$ cat config.mk
export PLATFORM = sky130hd
export DESIGN_NAME = lru_slot_cache_directory_unit
export DESIGN_NICKNAME = d
export VERILOG_FILES = /design/src/rtl/lscd_pkg.sv /design/src/rtl/lscd_ctrl.sv /design/src/rtl/lscd_datapath.sv /design/src/rtl/lru_slot_cache_directory_unit.sv
export VERILOG_INCLUDE_DIRS = /design/src /design/src/rtl
export SDC_FILE = /design/constraint.sdc
export NUM_CORES = 2
export LEC_CHECK = 0
export BUFFER_PORTS_ARGS = -buffer_cell sky130_fd_sc_hd__buf_2
export CORE_MARGIN = 4
export CORE_UTILIZATION = 60
export DETAILED_ROUTE_END_ITERATION = 8
export PLACE_DENSITY = 0.76
export SYNTH_ARGS = -nofsm -noshare
export SYNTH_HDL_FRONTEND = slang
export SYNTH_SLANG_ARGS = --single-unit
$ cat constraint.sdc
create_clock -name aclk -period 10.6 [get_ports aclk]
set_input_delay 2.12 -clock aclk [delete_from_list [all_inputs] [get_ports aclk]]
set_output_delay 2.12 -clock aclk [all_outputs]
set_load 0.01 [all_outputs]
$ cat src/rtl/assert_macros.svh
// Assertion macros shared by the directory RTL.
// Each macro expects aclk and aresetn in the enclosing scope.
`ifndef ASSERT_MACROS_SVH
`define ASSERT_MACROS_SVH

// Property checked on every clock, held off during reset.
`define ASSERT_CLK(label, prop, msg) \
    label: assert property (@(posedge aclk) disable iff (!aresetn) (prop)) \
        else $error(msg);

// Same-cycle implication.
`define ASSERT_IMPL(label, ante, cons, msg) \
    label: assert property (@(posedge aclk) disable iff (!aresetn) (ante) |-> (cons)) \
        else $error(msg);

// Next-cycle implication.
`define ASSERT_NEXT(label, ante, cons, msg) \
    label: assert property (@(posedge aclk) disable iff (!aresetn) (ante) |=> (cons)) \
        else $error(msg);

`endif

$ cat src/rtl/lscd_pkg.sv
// Shared types and constants of the LRU slot cache directory.
// No dependencies; used by lscd_ctrl, lscd_datapath and the top level.
package lscd_pkg;

    localparam int NUM_SLOTS = 16;
    localparam int SLOT_W    = (NUM_SLOTS > 1) ? $clog2(NUM_SLOTS) : 1;
    localparam int FILL_W    = $clog2(NUM_SLOTS + 1);
    localparam int IDX_W     = 4;
    localparam int KEY_W     = 32;
    localparam int STAMP_W   = 32;

    typedef logic [SLOT_W-1:0]  slot_t;
    typedef logic [FILL_W-1:0]  fill_t;
    typedef logic [IDX_W-1:0]   idx_t;
    typedef logic [KEY_W-1:0]   key_t;
    typedef logic [STAMP_W-1:0] stamp_t;

    typedef enum logic {
        OP_LOOKUP = 1'b0,
        OP_FREE   = 1'b1
    } op_t;

    typedef enum logic [1:0] {
        ST_IDLE,
        ST_SCAN,
        ST_DRAIN,
        ST_UPDATE
    } state_t;

    typedef struct packed {
        logic load;
        logic scan;
        logic update;
    } ctrl_cmd_t;

    typedef struct packed {
        logic scan_last;
        logic out_free;
    } dp_status_t;

endpackage

$ cat src/rtl/lscd_ctrl.sv
// Controller of the LRU slot cache directory: accept, scan, drain, update.
// Depends on lscd_pkg and assert_macros.svh.
`include "assert_macros.svh"

module lscd_ctrl (
    input  logic                  aclk,
    input  logic                  aresetn,
    input  logic                  s_valid,
    output logic                  s_ready,
    input  lscd_pkg::dp_status_t  status,
    output lscd_pkg::ctrl_cmd_t   cmd
);

    lscd_pkg::state_t state_reg;
    lscd_pkg::state_t state_next;

    always_ff @(posedge aclk) begin
        if (!aresetn) begin
            state_reg <= lscd_pkg::ST_IDLE;
        end else begin
            state_reg <= state_next;
        end
    end

    always_comb begin
        state_next = state_reg;
        s_ready    = 1'b0;
        cmd        = '0;
        case (state_reg)
            lscd_pkg::ST_IDLE: begin
                s_ready = 1'b1;
                if (s_valid) begin
                    cmd.load   = 1'b1;
                    state_next = lscd_pkg::ST_SCAN;
                end
            end
            lscd_pkg::ST_SCAN: begin
                cmd.scan = 1'b1;
                if (status.scan_last) begin
                    state_next = lscd_pkg::ST_DRAIN;
                end
            end
            lscd_pkg::ST_DRAIN: begin
                // hold until the result register can take the item
                if (status.out_free) begin
                    state_next = lscd_pkg::ST_UPDATE;
                end
            end
            lscd_pkg::ST_UPDATE: begin
                cmd.update = 1'b1;
                state_next = lscd_pkg::ST_IDLE;
            end
            default: begin
                state_next = lscd_pkg::ST_IDLE;
            end
        endcase
    end

    `ASSERT_IMPL(a_update_out_free, cmd.update, status.out_free, "update while result busy")
    `ASSERT_NEXT(a_scan_to_drain, (state_reg == lscd_pkg::ST_SCAN) && status.scan_last,
                 state_reg == lscd_pkg::ST_DRAIN, "scan did not end in drain")

endmodule

$ cat src/rtl/lscd_datapath.sv
// Datapath of the LRU slot cache directory: key and stamp memories, valid bits,
// serial match and minimum-stamp search, write-back and result register. Uses lscd_pkg.
`include "assert_macros.svh"

module lscd_datapath (
    input  logic                  aclk,
    input  logic                  aresetn,
    input  lscd_pkg::ctrl_cmd_t   cmd,
    output lscd_pkg::dp_status_t  status,
    input  logic                  s_kind,
    input  lscd_pkg::key_t        s_block_key,
    output logic                  m_valid,
    input  logic                  m_ready,
    output lscd_pkg::idx_t        m_slot_index,
    output logic                  m_hit,
    output logic                  m_evicted_valid,
    output lscd_pkg::key_t        m_evicted_key
);

    localparam lscd_pkg::slot_t LAST_SLOT = lscd_pkg::slot_t'(lscd_pkg::NUM_SLOTS - 1);
    localparam lscd_pkg::fill_t FILL_MAX  = lscd_pkg::fill_t'(lscd_pkg::NUM_SLOTS);

    // storage
    lscd_pkg::key_t   key_mem   [lscd_pkg::NUM_SLOTS];
    lscd_pkg::stamp_t stamp_mem [lscd_pkg::NUM_SLOTS];
    logic [lscd_pkg::NUM_SLOTS-1:0] valid_reg;
    logic [lscd_pkg::NUM_SLOTS-1:0] stamp_wr_reg;
    lscd_pkg::stamp_t time_reg;
    lscd_pkg::fill_t  fill_reg;

    // item under work
    logic             kind_reg;
    lscd_pkg::key_t   key_reg;

    // scan pipeline
    lscd_pkg::slot_t  rd_addr_reg;
    logic             cmp_valid_reg;
    lscd_pkg::slot_t  cmp_idx_reg;
    lscd_pkg::key_t   key_rd_reg;
    lscd_pkg::stamp_t stamp_rd_reg;

    // search results
    logic             found_reg;
    lscd_pkg::slot_t  found_idx_reg;
    lscd_pkg::stamp_t min_stamp_reg;
    lscd_pkg::slot_t  min_idx_reg;
    lscd_pkg::key_t   min_key_reg;

    // result register
    logic             m_valid_reg;
    lscd_pkg::idx_t   slot_index_reg;
    logic             hit_reg;
    logic             ev_valid_reg;
    lscd_pkg::key_t   ev_key_reg;

    logic             is_free;
    logic             fill_open;
    lscd_pkg::slot_t  alloc_slot;
    lscd_pkg::slot_t  tgt_slot;
    lscd_pkg::stamp_t new_time;
    logic             ev_valid;
    logic             match;

    assign is_free    = (kind_reg == lscd_pkg::OP_FREE);
    assign fill_open  = (fill_reg < FILL_MAX);
    assign alloc_slot = fill_open ? lscd_pkg::slot_t'(fill_reg) : min_idx_reg;
    assign tgt_slot   = found_reg ? found_idx_reg : alloc_slot;
    assign new_time   = time_reg + lscd_pkg::stamp_t'(1);
    assign ev_valid   = !found_reg && valid_reg[alloc_slot];
    assign match      = valid_reg[cmp_idx_reg] && (key_rd_reg == key_reg);

    assign status.scan_last = (rd_addr_reg == LAST_SLOT);
    assign status.out_free  = !m_valid_reg || m_ready;

    // capture the item, walk the read address
    always_ff @(posedge aclk) begin
        if (cmd.load) begin
            kind_reg <= s_kind;
            key_reg  <= s_block_key;
        end
    end

    always_ff @(posedge aclk) begin
        if (!aresetn) begin
            rd_addr_reg   <= '0;
            cmp_valid_reg <= 1'b0;
            found_reg     <= 1'b0;
        end else begin
            cmp_valid_reg <= cmd.scan;
            if (cmd.load) begin
                rd_addr_reg <= '0;
                found_reg   <= 1'b0;
            end else begin
                if (cmd.scan) begin
                    rd_addr_reg <= rd_addr_reg + lscd_pkg::slot_t'(1);
                end
                if (cmp_valid_reg && match) begin
                    found_reg <= 1'b1;
                end
            end
        end
    end

    // memory read port; an unwritten stamp reads as zero
    always_ff @(posedge aclk) begin
        cmp_idx_reg  <= rd_addr_reg;
        key_rd_reg   <= key_mem[rd_addr_reg];
        stamp_rd_reg <= stamp_wr_reg[rd_addr_reg] ? stamp_mem[rd_addr_reg] : '0;
    end

    // keep first match and lowest-index minimum stamp
    always_ff @(posedge aclk) begin
        if (cmp_valid_reg) begin
            if (match && !found_reg) begin
                found_idx_reg <= cmp_idx_reg;
            end
            if ((cmp_idx_reg == '0) || (stamp_rd_reg < min_stamp_reg)) begin
                min_stamp_reg <= stamp_rd_reg;
                min_idx_reg   <= cmp_idx_reg;
                min_key_reg   <= key_rd_reg;
            end
        end
    end

    // memory write port
    always_ff @(posedge aclk) begin
        if (cmd.update) begin
            if (is_free) begin
                if (found_reg) begin
                    stamp_mem[found_idx_reg] <= '0;
                end
            end else begin
                stamp_mem[tgt_slot] <= new_time;
                if (!found_reg) begin
                    key_mem[tgt_slot] <= key_reg;
                end
            end
        end
    end

    always_ff @(posedge aclk) begin
        if (!aresetn) begin
            valid_reg    <= '0;
            stamp_wr_reg <= '0;
            time_reg     <= '0;
            fill_reg     <= '0;
        end else if (cmd.update) begin
            if (is_free) begin
                if (found_reg) begin
                    valid_reg[found_idx_reg]    <= 1'b0;
                    stamp_wr_reg[found_idx_reg] <= 1'b1;
                end
            end else begin
                time_reg               <= new_time;
                valid_reg[tgt_slot]    <= 1'b1;
                stamp_wr_reg[tgt_slot] <= 1'b1;
                if (!found_reg && fill_open) begin
                    fill_reg <= fill_reg + lscd_pkg::fill_t'(1);
                end
            end
        end
    end

    // result register
    always_ff @(posedge aclk) begin
        if (!aresetn) begin
            m_valid_reg <= 1'b0;
        end else if (cmd.update) begin
            m_valid_reg <= 1'b1;
        end else if (m_ready) begin
            m_valid_reg <= 1'b0;
        end
    end

    always_ff @(posedge aclk) begin
        if (cmd.update) begin
            hit_reg <= found_reg;
            if (is_free) begin
                slot_index_reg <= found_reg ? lscd_pkg::idx_t'(found_idx_reg) : '0;
                ev_valid_reg   <= 1'b0;
                ev_key_reg     <= '0;
            end else begin
                slot_index_reg <= lscd_pkg::idx_t'(tgt_slot);
                ev_valid_reg   <= ev_valid;
                ev_key_reg     <= ev_valid ? min_key_reg : '0;
            end
        end
    end

    assign m_valid         = m_valid_reg;
    assign m_slot_index    = slot_index_reg;
    assign m_hit           = hit_reg;
    assign m_evicted_valid = ev_valid_reg;
    assign m_evicted_key   = ev_key_reg;

    `ASSERT_NEXT(a_lookup_binds_slot, cmd.update && !is_free,
                 valid_reg[$past(tgt_slot)], "looked-up slot not valid after update")
    `ASSERT_IMPL(a_found_is_valid, cmd.update && found_reg,
                 valid_reg[found_idx_reg], "matched slot not valid at update")

endmodule

$ cat src/rtl/lru_slot_cache_directory_unit.sv
// LRU slot cache directory: 16 fully associative slots, timestamp replacement.
// Each item goes through accept, a scan of all 16 slots, drain and update;
// drain holds until the result register can take the result, and a new item
// is accepted only after update; the scan reads one slot per cycle via the key/stamp read port.
// Reset: synchronous active-low aresetn clears valid bits, stamps, time and
// fill pointer at once; no clearing pass, the key memory is not cleared.
module lru_slot_cache_directory_unit (
    input  logic                 aclk,
    input  logic                 aresetn,
    input  logic                 s_valid,
    output logic                 s_ready,
    input  logic                 s_kind,
    input  lscd_pkg::key_t       s_block_key,
    output logic                 m_valid,
    input  logic                 m_ready,
    output lscd_pkg::idx_t       m_slot_index,
    output logic                 m_hit,
    output logic                 m_evicted_valid,
    output lscd_pkg::key_t       m_evicted_key
);

    lscd_pkg::ctrl_cmd_t  cmd;
    lscd_pkg::dp_status_t status;

    lscd_ctrl u_ctrl (
        .aclk    (aclk),
        .aresetn (aresetn),
        .s_valid (s_valid),
        .s_ready (s_ready),
        .status  (status),
        .cmd     (cmd)
    );

    lscd_datapath u_datapath (
        .aclk            (aclk),
        .aresetn         (aresetn),
        .cmd             (cmd),
        .status          (status),
        .s_kind          (s_kind),
        .s_block_key     (s_block_key),
        .m_valid         (m_valid),
        .m_ready         (m_ready),
        .m_slot_index    (m_slot_index),
        .m_hit           (m_hit),
        .m_evicted_valid (m_evicted_valid),
        .m_evicted_key   (m_evicted_key)
    );

endmodule
==> flow_metrics.env <==
export IMPL_final_period_utilization_pct=36.7
export IMPL_port_buffer_count=76
export IMPL_detailedRoute_firstPassIterationCount=6
export IMPL_criticalPathCategory="flop to flop"
export IMPL_cts_inserted_buffers=131
export IMPL_worstMarginPinSlew_ps=1280
export IMPL_max_clock_freq_mhz=257
export IMPL_synth_edff_count=1167
export IMPL_yosysSeqAreaShare_pct=74.8
export IMPL_synth_async_reset_ratio_pct=0
export IMPL_overflow=0
export IMPL_synth_top_area_share_pct=69.1
export IMPL_route_antenna_remaining_nets=0
export IMPL_finalCriticalPeriod_ps=3890
export IMPL_drv_cap=0
export IMPL_layout_area_seq_um2=38000
export IMPL_cts_hold_buffers=0
export IMPL_avgRoutedWirePerCell_um=28.7
export IMPL_root_buffer="clkbuf_16"
export IMPL_viasPerCell=6.36
export IMPL_rows=106
export IMPL_number_of_pins_with_negative_max_slew_slack_in_the_final_report=0
export IMPL_layout_cells_sized_above_1_pct=27.7
export IMPL_critPathMaxFanout=29
export IMPL_ys_ff_latch=1313
export IMPL_clk_insertion_delay_late_ps=720
export IMPL_clkSlewWorstSetupHoldPaths_ps=60
export IMPL_worst_ep_arrival_ps=4240
export IMPL_grt_pass1_vias=25800
export IMPL_antenna_found_initial=3
export IMPL_hold_worst_slack_ps=434
export IMPL_final_net_count=2715
export IMPL_timing_critical_path_required_ps=10950
export IMPL_floorplan_die_height_um=299
export IMPL_grt_start_max_net_pins=190
export IMPL_tightest_hold_check_type="flop to flop"
export IMPL_flow_area_growth_from_synthesis_pct=12.6
export IMPL_largest_registers="u_datapath.key_mem: 512 flops, u_datapath.stamp_mem: 512 flops"
export IMPL_grt_first_pass_wirelength_um=167000
export IMPL_syn_nets=2581
export IMPL_ys_dominant_reg_cell="edfxtp_1"
export IMPL_crit_path_start_kind="flop"
export IMPL_distinct_cell_type_count_after_synthesis=63
export IMPL_synth_largest_area_cell="edfxtp_1"
export IMPL_synthesized_area_per_cell_um2=20.2
export IMPL_post_cts_resized=0
export IMPL_global_route_usage_met2_pct=44.0
export IMPL_clkSinkCount=1313
export IMPL_first_iter_violations=2541
export IMPL_clock_tree_from_tritoncts="yes"
export IMPL_track_usage_pct=25.4
export IMPL_top_level_ports=77
export IMPL_starting_density_pct=60.6
export IMPL_antenna_diode_count=0
export IMPL_fin_setup_tns_ps=0
export IMPL_fin_skew_ps=35.7
export IMPL_global_route_usage_met1_pct=33.7
export IMPL_via_count=24700
export IMPL_syn_instance_count=2506
export IMPL_detailedPlacementHpwl_um=57700
export IMPL_worst_slew_margin_rel_pct=14.6
export IMPL_clock_path_buffers=3
export IMPL_post_route_drc_count=0
export IMPL_endpoint_kind="flop"
export IMPL_multiInputGateArea_um2=12100
export IMPL_cts_max_level=4
export IMPL_global_route_peak_usage_layer="met2"
export IMPL_fill_cells=5002
export IMPL_power_per_cell_area_nw_per_um2=208
export IMPL_leakage_nw=16.7
export IMPL_totalWireLength_um=111000
export IMPL_cell_area_synth_um2=50700
export IMPL_run_status="completed"
export IMPL_netlist_top_cells_area="edfxtp_1, mux4_2, dfxtp_1, xnor2_1, ha_1"
export IMPL_die_width_um=299
export IMPL_yosys_warnings=0
export IMPL_fp_coreArea_um2=83700
export IMPL_vdd_ir_drop_worst_mv=0.296
export IMPL_final_core_util_pct=68.3
export IMPL_total_power_mw=11.9
export IMPL_die_area_um2=89300
export IMPL_finalSetupViolCount=0
export IMPL_gr_usage_met3_pct=4.09
export IMPL_grt_setup_unrepaired="no"
export IMPL_postCtsSetupRepairBufs=0
export IMPL_timing_final_hold_violations=0
export IMPL_placer_s_final_routability_congestion_estimate=0.861
## report_power, final
| part | switching (mW) | total (mW) | internal (mW) |
|---|---|---|---|
| clock network | 1.97 | 4.84 | 2.87 |
| logic | 0.513 | 0.979 | 0.466 |
| registers | 0.205 | 6.09 | 5.88 |
| total | 2.69 | 11.9 | 9.21 |
## cell usage after synthesis, types with 7 or more instances
cell type	instances
ha_1	38
a21oi_1	58
o31ai_1	8
dfxtp_1	146
buf_1	10
nor4_1	13
or2_2	7
nand4_1	32
nand2b_1	7
nor2_1	122
inv_1	76
mux2i_1	12
a31oi_2	29
edfxtp_1	1167
mux4_2	330
nand2_1	46
o21ba_2	7
buf_6	8
xnor2_1	62
nor3_1	17
nor2b_1	41
o21a_1	7
xor2_1	20
nand3_1	34
or3_1	11
clkbuf_1	64
o21ai_0	30
buf_2	35
## final cells by class
cell class	count	area share (%)
inverter	78	0.512
timing repair buffer	126	1.37
clock buffer	170	6.28
clock inverter	71	1.72
tap	1134	2.48
sequential	1313	66.5
multi-input combinational	990	21.2
## routing by layer
metal  share of wire (%)  vias to the layer above
li1                    -                    10400
met1                  38                    13000
met2                  53                     1111
met3                 6.9                      223
met4                 2.8                        2
met5               0.011                        -
## critical path, stage by stage, from the launching register on
cell and delay, ps:
dfxtp_2 610, nor3b_1 1020, nor2_1 160, a21oi_1 210
nand3_1 340, nor2_4 700, buf_4 470
## cells in the final DEF, fill, tap and decap left out, types with 41 or more instances in the layout
master,count
edfxtp_1,1167
mux4_2,330
dfxtp_1,141
clkbuf_16,133
nor2_1,95
inv_1,76
buf_2,76
xnor2_1,62
a21oi_1,56
buf_4,48
nand2_1,46
nor2b_1,41
## stage by stage
step | cells | setup WS, ps | cell area [um2]
global placement | 3641 | 6530 | 52600
floorplan | 2506 | 5480 | 50700
global route | 3882 | 6610 | 57100
detailed placement | 3641 | 6460 | 52600
finish | 3882 | 6710 | 57100
CTS | 3882 | 6740 | 57100
## logic make-up (layout without fill, tap and decap cells)
family / after synthesis / count (layout) / synth area share (%)
adders and majority gates: 38 / 38 / 0.937
AOI/OAI and AO/OA: 162 / 162 / 2.30
and+or+nand+nor: 360 / 360 / 3.61
DFF: 1313 / 1313 / 74.8
buffers and inverters: 203 / 445 / 1.85
xor gates and xnor gates: 82 / 82 / 1.42
muxes: 348 / 348 / 15.1
## worst paths after layout
check / start / end / slack, ps / cells after the start
hold reg to reg: u_datapath.stamp_rd_reg[19] / u_datapath.min_stamp_reg[19] / 430 / 0
setup reg to reg: u_datapath.found_reg / u_datapath.stamp_mem[10][5] / 6710 / 6
hold / removal: u_datapath.stamp_rd_reg[19] / u_datapath.min_stamp_reg[19] / 430 / 0
setup / recovery: u_datapath.found_reg / u_datapath.stamp_mem[10][5] / 6710 / 6
No activity file was read; power rests on OpenSTA's default activity.
